<file path="src/rtl/lis_pkg.sv">
`timescale 1ns / 1ps

package lis_pkg;

  // Table capacity, one cell per tail entry
  localparam int MAX_LEN    = 1024;
  // Width of one value
  localparam int DATA_WIDTH = 32;
  // Width of a count that can hold MAX_LEN itself
  localparam int CNT_W      = $clog2(MAX_LEN + 1);
  // Width of the reported length field
  localparam int LEN_W      = 11;

  // Word traveling down the cell chain
  typedef struct packed {
    logic                         tv;    // slot holds a word
    logic                         live;  // value still looking for its tail
    logic                         mark;  // last word of the sequence
    logic signed [DATA_WIDTH-1:0] key;   // the value itself
    logic [CNT_W-1:0]             len;   // valid cells counted by the marker
  } lis_tok_t;

endpackage

</file>
<file path="src/rtl/lis_cell.sv">
`timescale 1ns / 1ps

module lis_cell (
  input  logic            clk_i,
  input  logic            rst_ni,
  input  logic            en_i,
  input  lis_pkg::lis_tok_t tok_i,
  output lis_pkg::lis_tok_t tok_o,
  output logic            valid_o
);
  import lis_pkg::*;

  logic signed [DATA_WIDTH-1:0] tail_q, tail_d;
  logic                         valid_q, valid_d;
  logic                         tv_q;
  lis_tok_t                     tok_q, tok_d;
  logic                         hit;
  logic                         vld_after;

  // Take the value here if the cell is empty or its tail is not smaller
  assign hit       = tok_i.tv && tok_i.live && (!valid_q || (tail_q >= tok_i.key));
  assign vld_after = valid_q | hit;

  always_comb begin
    tail_d     = hit ? tok_i.key : tail_q;
    // The marker clears the cell behind it for the next sequence
    valid_d    = (tok_i.tv && tok_i.mark) ? 1'b0 : vld_after;
    tok_d      = tok_i;
    tok_d.live = tok_i.live && !hit;
    if (tok_i.mark && vld_after) begin
      tok_d.len = CNT_W'(tok_i.len + 1'b1);
    end
  end

  // Hold control state
  always_ff @(posedge clk_i or negedge rst_ni) begin
    if (!rst_ni) begin
      valid_q <= 1'b0;
      tv_q    <= 1'b0;
    end else if (en_i) begin
      valid_q <= valid_d;
      tv_q    <= tok_d.tv;
    end
  end

  // Hold payload
  always_ff @(posedge clk_i) begin
    if (en_i) begin
      tail_q <= tail_d;
      tok_q  <= tok_d;
    end
  end

  // Hand the word to the next cell with its reset slot flag
  always_comb begin
    tok_o    = tok_q;
    tok_o.tv = tv_q;
  end

  assign valid_o = valid_q;

endmodule

</file>
<file path="config.mk">
export PLATFORM = sky130hd
export DESIGN_NAME = lis_cell
export DESIGN_NICKNAME = d
export VERILOG_FILES = /design/src/rtl/lis_pkg.sv /design/src/rtl/lis_cell.sv
export SDC_FILE = /design/constraint.sdc
export NUM_CORES = 1
export LEC_CHECK = 0
export ABC_AREA = 0
export ABC_CLOCK_PERIOD_IN_PS = 3450
export BUFFER_PORTS_ARGS = -buffer_cell sky130_fd_sc_hd__buf_2
export CAP_MARGIN = 15
export CELL_PAD_IN_SITES_DETAIL_PLACEMENT = 1
export CELL_PAD_IN_SITES_GLOBAL_PLACEMENT = 2
export CORE_UTILIZATION = 31
export CTS_CLUSTER_SIZE = 40
export DETAILED_ROUTE_END_ITERATION = 8
export PLACE_DENSITY_LB_ADDON = 0.1
export SYNTH_ARGS = -nofsm -noshare
export SYNTH_HDL_FRONTEND = slang
export SYNTH_SLANG_ARGS = --single-unit
</file>
<file path="constraint.sdc">
create_clock -name clk_i -period 3.45 [get_ports clk_i]
set_input_delay 0.345 -clock clk_i [delete_from_list [all_inputs] [get_ports clk_i]]
set_output_delay 0.345 -clock clk_i [all_outputs]
set_load 0.02 [all_outputs]
</file>
==> results of run 1 <==
timing repair:
action,CTS,global route
setup buffers,0,0
setup endpoints to repair,0,0
hold buffers,1,0
hold endpoints to repair,2,0
stage by stage:
stage	instance area (um^2)	hold slack, ps
after detailed placement	4120	132
after floorplan	3460	49.4
after global routing	4380	170
final	4380	184
after global placement	4120	133
after CTS	4380	173
state kept, by name, indices dropped and copies added, names as in the netlist:
register  flops
tok_o        45
valid_o       1
tail_q       32
tv_q          1
synthesized netlist by cell type, types with 2 or more instances:
cell type | number | share of area (%)
nor2b_1 | 3 | 0.54
xor2_1 | 2 | 0.51
a21oi_1 | 13 | 1.9
o211ai_1 | 2 | 0.43
edfxtp_1 | 77 | 67
ha_1 | 33 | 12
nand2_1 | 13 | 1.4
o21ai_0 | 3 | 0.43
a211oi_1 | 3 | 0.65
mux2_2 | 2 | 0.65
nand4_1 | 12 | 2.2
nand3_1 | 6 | 0.87
inv_1 | 35 | 3.8
xnor2_1 | 8 | 2.0
nor2_1 | 8 | 0.87
dfrtp_1 | 2 | 1.4
layer usage:
layer  routed length [um]  vias up
met4                  137        0
met2                 3290       49
li1                     -     1089
met5                    0        -
met3                  338       10
met1                 3150     1042
final cells by class:
type	count	area share, %
flip-flops and latches	79	53.9
multi-input cells	122	22.0
repair buffers	97	11.2
well taps	140	4.00
clock inverters	7	3.08
inverters	35	3.00
clock buffers	9	2.83
power groups by stage:
stage / Sequential, uW / Clock [uW] / Combinational [uW]
finish: 1130 / 893 / 259
global route: 1140 / 949 / 291
CTS: 1130 / 920 / 266
detailed placement: 1150 / 0 / 264
global placement: 1150 / 0 / 261
floorplan: 1210 / 0 / 86.2
cell families (layout without fill, tap and decap cells):
logic type / Yosys count / count (layout)
muxes: 2 / 2
buffers and inverters: 37 / 148
AOI/OAI and AO/OA: 30 / 30
adders and majority gates: 33 / 33
and+or+nand+nor: 47 / 47
DFF: 79 / 79
xor gates and xnor gates: 10 / 10
worst max-delay path: cells and delay by family (launching register included):
kind | cells | cell delay, ps
AND/OR/NAND/NOR | 3 | 1330
AO/OA/AOI/OAI | 2 | 530
flip-flops | 1 | 380
adder cells (fa/ha/maj) | 1 | 360
worst max-delay path by stage:
| stage | start | end | cells past startpoint |
|---|---|---|---|
| 2_1_floorplan | tok_i[42] | tail_q[0]$_DFFE_PP_ | 7 |
| 3_3_place_gp | tok_i[42] | tail_q[7]$_DFFE_PP_ | 8 |
| 3_5_place_dp | tok_i[42] | tail_q[7]$_DFFE_PP_ | 8 |
| 4_1_cts | tail_q[31]$_DFFE_PP_ | tail_q[5]$_DFFE_PP_ | 6 |
| 5_1_grt | tail_q[31]$_DFFE_PP_ | tail_q[9]$_DFFE_PP_ | 6 |
| 6_report | tail_q[31]$_DFFE_PP_ | tail_q[7]$_DFFE_PP_ | 6 |
==> run_results.csv, run 1 <==
group,metric,value,unit
outcome,outcome,"finished clean",
synthesis,synth_compound_area_share,5.60,%
hold_path,hold_start,"tok_i[30]",
power_and_ir_drop,p_comb_share,11.3,%
place,preCtsSetupSlack,259,ps
drt,ant_nets,0,
synthesis,synth_xor_xnor_area_share,2.53,%
setup_path,cp_max_fo,32,
clock_network,clock_latency,360,ps
global_route,antenna_found_initial,0,
die,rows,38,
sta,hold_viol,0,
layout,utilization,40.4,%
power_and_ir_drop,p_sw,524,uW
power_and_ir_drop,p_int,1760,uW
synthesis,syn_inst,238,
sta,tightest_slew,948,ps
hold_path,hold_end,"tok_o[30]$_DFFE_PP_",
layout,area_growth,26.6,%
sta,finalCritPeriodShare,86.1,%
setup_path,critPathMaxStageDelay,720,ps
place,port_buffers,95,
sta,timing.final.ws_setup,479,ps
drt,first_pass_iters,4,
sta,max_freq,337,MHz
power_and_ir_drop,power_density,521,mW/mm^2
synthesis,synth_top_flop_cell,"edfxtp_1",
hold_path,min_path_cells,1,
layout,seq_area,0.00236,mm^2
setup_path,regToRegStartpoint,"tail_q[31]$_DFFE_PP_",
synthesis,async_flop_share,2.53,%
clock_network,cts_htree_levels,3,
setup_path,cp_slowest_cell,"nor2_4",
place,place_inst,472,
sta,fin_skew,10.4,ps
global_route,grt_max_degree,48,
drt,vias_per_cell,4.48,
clock_network,cts_buffers,9,
synthesis,synth_top_family_by_area,"adder cells",
global_route,met3_usage,3.69,%
synthesis,synth_edf_count,77,
global_route,grt-busiest-layer,"met2",
hold_path,hold_class,"primary input to flop",
synthesis,ys_warn_count,0,
die,chipHeight,108,um
synthesis,synthMuxAreaShare,0.651,%
layout,stdcell_count,489,
drt,wl_per_cell,14.1,um
run,cap_violations,0,
clock_network,cts_tree,"done",
setup_path,r2r-end,"tail_q[7]$_DFFE_PP_",
synthesis,synthAdderAreaFrac,11.9,%
synthesis,synth-seq-cells,79,
drt,vias,2190,
layout,multi_input_area,963,um^2
setup_path,worstPathCellList,"ha_1 -> nand4_1 -> nor4_2 -> a31oi_1 -> a31o_2 -> nor2_4",
layout,antennaDiodeCount,0,
die,core_area,0.0108,mm^2
layout,final_layout_size_suffix_gt1_share,33.5,%
drt,post-route-drc-count,0,
power_and_ir_drop,finalPower,2280,uW
place,dpl.hpwl,5010,um
drt,first_iter_violations,74,
power_and_ir_drop,p_leak,0.00185,uW
sta,maxSlewHeadroom,36.7,%
clock_network,clock-root-buffer,"clkbuf_8",
global_route,grt_overflow,0,
clock_network,clk_pin_slew,90,ps
sta,rsz0062_at_grt,"false",
setup_path,required,3430,ps
clock_network,cts.repair.resized,0,
layout,final_cell_mix,"buf_2 (95), edfxtp_1 (77), inv_1 (35), ha_1 (33)",
sta,fin_crit,2970,ps
global_route,grt_pass1_wl,10900,um
drt,wl,6910,um
global_route,first_global_vias,2198,
synthesis,synth_nets,320,
synthesis,syn_area,0.00346,mm^2
synthesis,syn_avg_cell_area,14.5,um^2
layout,fill_cells,1200,
sta,setup_tns,0,ps
global_route,met2_usage,19.8,%
die,die_w,108,um
power_and_ir_drop,p_sw_share,23.0,%
clock_network,cts_buffer_depth,2,
setup_path,cp.arrival,2950,ps
setup_path,end_kind,"flop",
sta,setup_violations,0,
power_and_ir_drop,vdd_ir_drop_max,0.194,mV
setup_path,startpoint_type,"flop",
power_and_ir_drop,p_seq_share,49.5,%
setup_path,reg2reg_slack,480,ps
place,gp_congestion,0.659,
power_and_ir_drop,power.share.clock,39.1,%
die,top_level_ports,96,
global_route,grtUsageMet1,16.4,%
die,initial_core_util,31.9,%
die,die_area,0.0116,mm^2
synthesis,synthSimpleGateAreaFrac,6.90,%
layout,layout_commonest_cell,"buf_2",
layout,layout.nets,426,
synthesis,synth_cell_type_count,32,
global_route,grt_util_all_layers,12.8,%
setup_path,critical_path_class,"flop to flop",
synthesis,yosysSeqAreaShare,68.2,%
clock_network,clock-sinks,79,
setup_path,reg2regPathDepth,6,
sta,maxSlewViolCount,0,
(Power assumes the default switching activity.)
==> run 2, diff against run 1 <==
--- a/config.mk
+++ b/config.mk
@@ -7,7 +7,7 @@
 export LEC_CHECK = 0
 export ABC_AREA = 0
 export ABC_CLOCK_PERIOD_IN_PS = 3450
-export BUFFER_PORTS_ARGS = -buffer_cell sky130_fd_sc_hd__buf_2
+export BUFFER_PORTS_ARGS = -buffer_cell sky130_fd_sc_hd__buf_4
 export CAP_MARGIN = 15
 export CELL_PAD_IN_SITES_DETAIL_PLACEMENT = 1
 export CELL_PAD_IN_SITES_GLOBAL_PLACEMENT = 2
@@ -15,6 +15,7 @@
 export CTS_CLUSTER_SIZE = 40
 export DETAILED_ROUTE_END_ITERATION = 8
 export PLACE_DENSITY_LB_ADDON = 0.1
+export SETUP_SLACK_MARGIN = 0.5
 export SYNTH_ARGS = -nofsm -noshare
 export SYNTH_HDL_FRONTEND = slang
 export SYNTH_SLANG_ARGS = --single-unit
==> run 2 against run 1 <==
  * Global-route usage rose by 0.73 points
  * Die area unchanged
  * Count of clock-buffer cells in the layout rose by 3
  * Critical path depth increased by 2
  * Flip-flop and latch count unchanged
  * Clock skew is 1.5 ps lower
  * Total power is 12% lower
  * Wire length up 2.3%
  * Worst setup slack gained 290 ps
  * Critical path type unchanged
==> run_results.csv, run 2 (synthesis gave the netlist of run 1 again) <==
group,metric,value,unit
place,place_area,0.00437,mm^2
clock_network,cts_tree,"done",
drt,first_pass_iters,4,
power_and_ir_drop,p_comb_share,15.1,%
layout,final_cell_mix,"buf_4 (96), edfxtp_1 (77), inv_1 (35), ha_1 (33)",
layout,multi_input_area,963,um^2
layout,antennaDiodeCount,0,
setup_path,cp_max_fo,28,
die,die_w,108,um
drt,first_iter_violations,60,
setup_path,cp.arrival,2780,ps
drt,ant_nets,0,
hold_path,hold_start,"tok_i[39]",
clock_network,cts_buffer_depth,2,
hold_path,hold_class,"primary input to flop",
sta,rsz0062_at_grt,"false",
layout,largest_reg_flops,45,
clock_network,clock-root-buffer,"clkbuf_8",
setup_path,end_kind,"flop",
power_and_ir_drop,p_leak,0.00189,uW
layout,layout_commonest_cell,"buf_4",
sta,tightest_slew,624,ps
clock_network,clock_latency,350,ps
place,dpl.hpwl,5230,um
power_and_ir_drop,power.share.clock,28.2,%
clock_network,cts_htree_levels,3,
setup_path,startpoint_type,"flop",
layout,design_area,0.00453,mm^2
clock_network,clk_pin_slew,80,ps
power_and_ir_drop,power_density,442,mW/mm^2
sta,fin_skew,8.96,ps
sta,setup_violations,0,
sta,hold_viol,0,
drt,post-route-drc-count,0,
layout,area_growth,30.8,%
setup_path,required,3550,ps
layout,fill_cells,1167,
clock_network,postCtsSetupRepairBufs,0,
die,core_area,0.0108,mm^2
die,initial_core_util,31.9,%
die,rows,38,
power_and_ir_drop,p_sw,498,uW
power_and_ir_drop,p_int,1500,uW
place,place_inst,473,
setup_path,worstPathCellList,"ha_1 -> nand4_1 -> nor2_2 -> a221o_1 -> or3_1 -> a211oi_1 -> nor2_4 -> buf_12",
outcome,outcome,"finished clean",
drt,vias_per_cell,4.54,
place,gp_congestion,0.649,
sta,fin_crit,2680,ps
global_route,grt_util_all_layers,13.5,%
global_route,grt_max_degree,48,
sta,max_freq,373,MHz
layout,final_layout_size_suffix_gt1_share,32.4,%
global_route,antenna_found_initial,0,
setup_path,crit_start,"tail_q[14]$_DFFE_PP_",
global_route,grt_overflow,0,
clock_network,clock-sinks,79,
drt,vias,2220,
power_and_ir_drop,vdd_ir_drop_max,0.201,mV
place,port_buffers,95,
die,die_area,0.0116,mm^2
run,cap_violations,0,
setup_path,cp_slowest_cell,"a211oi_1",
die,chipHeight,108,um
setup_path,regToRegStartpoint,"tail_q[14]$_DFFE_PP_",
power_and_ir_drop,p_seq_share,56.7,%
layout,layout.nets,427,
layout,seq_area,0.00236,mm^2
global_route,first_global_vias,2338,
global_route,grt_pass1_wl,11500,um
sta,maxSlewHeadroom,58.4,%
drt,wl,7060,um
die,top_level_ports,96,
setup_path,critPathMaxStageDelay,440,ps
clock_network,cts_buffers,9,
layout,stdcell_count,489,
sta,finalCritPeriodShare,77.7,%
power_and_ir_drop,p_sw_share,24.9,%
sta,maxSlewViolCount,0,
setup_path,critical_path_class,"flop to flop",
sta,setup_tns,0,ps
drt,wl_per_cell,14.4,um
## run 2: changes by cell type in the layout (fill, tap and decap cells not counted)
cell,delta
buf_2,-95
buf_4,+95
buf_12,+1
clkinv_1,+1
clkinvlp_4,-1
bufinv_16,-4
clkbuf_1,+3
## run 2: what timing repair did
action / in CTS / in global routing
endpoints found under the hold margin: 2 / 0
hold buffers: 1 / 0
resized for setup: 0 / 0
## run 2: worst paths after layout
kind | end | slack [ps] | cells past startpoint
worst max register to register | tail_q[27]$_DFFE_PP_ | 770 | 8
worst min register to register | tv_q$_DFFE_PN0P_ | 520 | 1
max in group asynchronous | valid_o$_DFFE_PN0P_ | 3050 | 2
min in group asynchronous | tv_q$_DFFE_PN0P_ | 320 | 2
worst min-delay path | tok_o[39]$_DFFE_PP_ | 180 | 1
worst max-delay path | tail_q[27]$_DFFE_PP_ | 770 | 8
## run 2: cell type report
type / count / share of cell area [%]
Clock buffer: 12 / 2.98
Clock inverter: 3 / 0.249
Inverter: 35 / 2.90
Multi-Input combinational cell: 122 / 21.3
Sequential cell: 79 / 52.2
Tap cell: 140 / 3.87
Timing Repair Buffer: 98 / 16.6
## run 2: power by group through the flow
stage	clock, uW	sequential, uW	combinational (uW)
floorplan	0	1210	86.6
global placement	0	1150	304
detailed placement	0	1160	308
CTS	594	1140	309
global route	624	1140	334
finish	565	1130	302
## run 2: layer usage
metal | global-route usage [%] | share of wire (%) | vias to the layer above
met3 | 3.81 | 4.5 | 9
li1 | - | - | 1087
met5 | 0 | 0 | -
met2 | 21.2 | 48 | 48
met1 | 17.1 | 46 | 1076
met4 | 6.16 | 1.4 | 0
## run 2: critical path, delay by kind of cell, from the launching register on
kind | cells | cell delay (ps)
AO/OA/AOI/OAI | 2 | 750
buffers and inverters | 1 | 200
AND/OR/NAND/NOR | 4 | 760
flip-flops | 1 | 380
adder cells (fa/ha/maj) | 1 | 330
## run 2: through the flow
stage          hold WS (ps)  total power, uW  setup WS [ps]  util [%]
3_5_place_dp            128             1460            674      40.3
6_report                184             2000            770      41.8
2_1_floorplan          49.4             1300            611         -
4_1_cts                 166             2040            770      41.8
3_3_place_gp            129             1460            674      40.3
5_1_grt                 168             2100            595      41.8
==> run 3, diff against run 2 <==
--- a/config.mk
+++ b/config.mk
@@ -6,7 +6,7 @@
 export NUM_CORES = 1
 export LEC_CHECK = 0
 export ABC_AREA = 0
-export ABC_CLOCK_PERIOD_IN_PS = 3450
+export ABC_CLOCK_PERIOD_IN_PS = 2300
 export BUFFER_PORTS_ARGS = -buffer_cell sky130_fd_sc_hd__buf_4
 export CAP_MARGIN = 15
 export CELL_PAD_IN_SITES_DETAIL_PLACEMENT = 1
==> constraint.sdc (replaced) <==
create_clock -name clk_i -period 2.3 [get_ports clk_i]
set_input_delay 0.23 -clock clk_i [delete_from_list [all_inputs] [get_ports clk_i]]
set_output_delay 0.23 -clock clk_i [all_outputs]
set_load 0.02 [all_outputs]
==> run 3 against run 2 <==
  * The flow now finishes with violations (setup timing)
  * Final cell count rose by 5.7%
  * Worst setup slack got worse by 870 ps
  * Wire length rose by 6.0%
  * Fmax rose by 12%
  * Combinational power rose by 73%
  * Total power rose by 60%
  * Sequential power rose by 50%
  * Die area did not move
  * Clock skew rose by 1.5 ps
  * Register-to-register slack got worse by 870 ps
  * Non-clock buffer count rose by 28
  * Flip-flop and latch count did not move
  * Critical path type unchanged
  * Largest cell class unchanged
==> run_results.csv, run 3 (synthesis gave the netlist of run 1 again) <==
group,metric,value,unit
power_and_ir_drop,power_density,654,mW/mm^2
layout,seq_area,0.00236,mm^2
layout,layout_commonest_cell,"buf_4",
place,gp_congestion,0.728,
setup_path,r2r-end,"tail_q[19]$_DFFE_PP_",
place,place_area,0.00461,mm^2
drt,wl_per_cell,14.5,um
die,die_area,0.0116,mm^2
layout,final_cell_mix,"buf_4 (123), edfxtp_1 (77), inv_1 (35), ha_1 (26), nand2_1 (13)",
setup_path,critical_path_class,"flop to flop",
clock_network,cts_tree,"done",
drt,vias,2313,
clock_network,clock-sinks,79,
setup_path,worstPathCellList,"ha_4 -> nand4_1 -> buf_4 -> o211ai_1 -> buf_4 -> a211oi_2 -> buf_4 -> nor2_4 -> buf_12",
power_and_ir_drop,p_seq_share,53.1,%
power_and_ir_drop,p_sw,791,uW
setup_path,critPathMaxStageDelay,420,ps
outcome,outcome,"finished, violations left",
drt,vias_per_cell,4.47,
setup_path,cp_slowest_cell,"edfxtp_1",
global_route,antenna_found_initial,0,
clock_network,cts_buffer_depth,2,
layout,design_area,0.00490,mm^2
power_and_ir_drop,p_leak,0.00206,uW
sta,hold_viol,0,
sta,finalCritPeriodShare,104,%
hold_path,hold_start,"tok_i[21]",
hold_path,min_path_cells,1,
place,dpl.hpwl,5510,um
drt,post-route-drc-count,0,
global_route,first_global_vias,2365,
drt,first_pass_iters,4,
sta,fin_skew,10.4,ps
run,cap_violations,0,
die,initial_core_util,31.9,%
setup_path,required,2360,ps
setup_path,reg2regPathDepth,9,
sta,max_freq,417,MHz
setup_path,worst_path_most_repeated_cell,"buf_4",
layout,fill_cells,1160,
clock_network,clock_latency,350,ps
layout,largest_reg_flops,45,
setup_path,cp_max_fo,17,
global_route,grt_util_all_layers,13.5,%
power_and_ir_drop,p_int,2420,uW
setup_path,end_kind,"flop",
setup_path,reg2reg_slack,-100,ps
die,die_w,108,um
layout,layout.nets,455,
sta,setup_violations,32,
hold_path,hold_end,"tail_q[10]$_DFFE_PP_",
clock_network,cts_buffers,9,
outcome,violations,"setup timing",
layout,final_layout_size_suffix_gt1_share,42.4,%
setup_path,startpoint_type,"flop",
sta,maxSlewViolCount,0,
sta,worst_hold_slack,66.9,ps
clock_network,clk_pin_slew,80,ps
layout,area_growth,41.6,%
die,rows,38,
global_route,grt_overflow,0,
power_and_ir_drop,p_comb_share,16.2,%
global_route,grt_pass1_wl,11500,um
die,top_level_ports,96,
layout,antennaDiodeCount,0,
clock_network,cts_htree_levels,3,
sta,timing.final.ws_setup,-95.5,ps
sta,maxSlewHeadroom,74.3,%
setup_path,cp.arrival,2460,ps
sta,fin_crit,2400,ps
drt,ant_nets,0,
drt,first_iter_violations,38,
global_route,grt_max_degree,29,
drt,wl,7490,um
power_and_ir_drop,power.share.clock,30.7,%
hold_path,hold_class,"primary input to flop",
die,core_area,0.0108,mm^2
sta,rsz0062_at_grt,"true",
power_and_ir_drop,p_sw_share,24.7,%
clock_network,clock-root-buffer,"clkbuf_8",
power_and_ir_drop,vdd_ir_drop_max,0.252,mV
setup_path,regToRegStartpoint,"tail_q[30]$_DFFE_PP_",
layout,multi_input_area,0.00108,mm^2
sta,tightest_slew,385,ps
die,chipHeight,108,um
place,port_buffers,95,
[run 3: cell count changes in the layout (fill, tap and decap cells not counted), moves of 2 or more]
cell,before,now
ha_4,0,7
clkinv_2,0,4
buf_4,96,123
ha_1,33,26
clkinv_1,3,0
a211oi_2,0,3
a211oi_1,3,0
clkbuf_1,3,1
[run 3: stage by stage]
step / TNS (ps) / instances / setup slack (ps) / utilization [%] / power [uW]
after floorplan: -5870 / 238 / -183 / - / 1950
after global placement: -3620 / 499 / -114 / 42.5 / 2230
after detailed placement: -3630 / 499 / -115 / 42.5 / 2240
after CTS: -2850 / 516 / -95.7 / 44.7 / 3260
after global routing: -7680 / 517 / -251 / 45.2 / 3350
final: -2690 / 517 / -95.5 / 45.2 / 3210
[run 3: area by class of cell]
class	instances	share of cell area, %
repair buffers	126	19.9
multi-input cells	122	22.1
clock buffers	10	2.60
clock inverters	5	1.02
well taps	140	3.57
flip-flops and latches	79	48.2
inverters	35	2.68
[run 3: routing by layer]
layer | global-route usage, % | up-vias | wire length [um]
met3 | 2.78 | 10 | 263
met1 | 16.3 | 1102 | 3270
met5 | 0 | - | 0
met4 | 7.63 | 0 | 168
li1 | - | 1150 | -
met2 | 22.5 | 51 | 3790
[run 3: how the worst max path moves through the flow]
stage | from | endpoint | slack, ps
4_1_cts | tail_q[30]$_DFFE_PP_ | tail_q[24]$_DFFE_PP_ | -100
2_1_floorplan | tail_q[31]$_DFFE_PP_ | tail_q[0]$_DFFE_PP_ | -180
6_report | tail_q[30]$_DFFE_PP_ | tail_q[19]$_DFFE_PP_ | -100
3_3_place_gp | tok_i[30] | tail_q[10]$_DFFE_PP_ | -110
3_5_place_dp | tail_q[15]$_DFFE_PP_ | tail_q[19]$_DFFE_PP_ | -120
5_1_grt | tail_q[26]$_DFFE_PP_ | tail_q[19]$_DFFE_PP_ | -250
[run 3: power by group through the flow]
stage,clock network (uW),registers [uW],logic [uW]
after floorplan,0,1820,134
after global placement,0,1730,498
after detailed placement,0,1740,504
after CTS,1030,1700,519
after global routing,1070,1710,569
final,984,1700,521
[run 3: what timing repair did]
item | 4_1_cts | 5_1_grt
hold endpoints to repair | 2 | 0
hold buffers | 1 | 0
resized for setup | 6 | 8
buffers inserted | 1 | 1
setup endpoints to repair | 33 | 39
pin swaps | 3 | 1
[run 3: worst max-delay path: cells and delay by family, from the launching register on]
| family | cells | cell delay [ps] |
|---|---|---|
| AND/OR/NAND/NOR | 2 | 320 |
| AO/OA/AOI/OAI | 2 | 360 |
| buffers and inverters | 4 | 710 |
| flip-flops | 1 | 420 |
| adder cells (fa/ha/maj) | 1 | 300 |
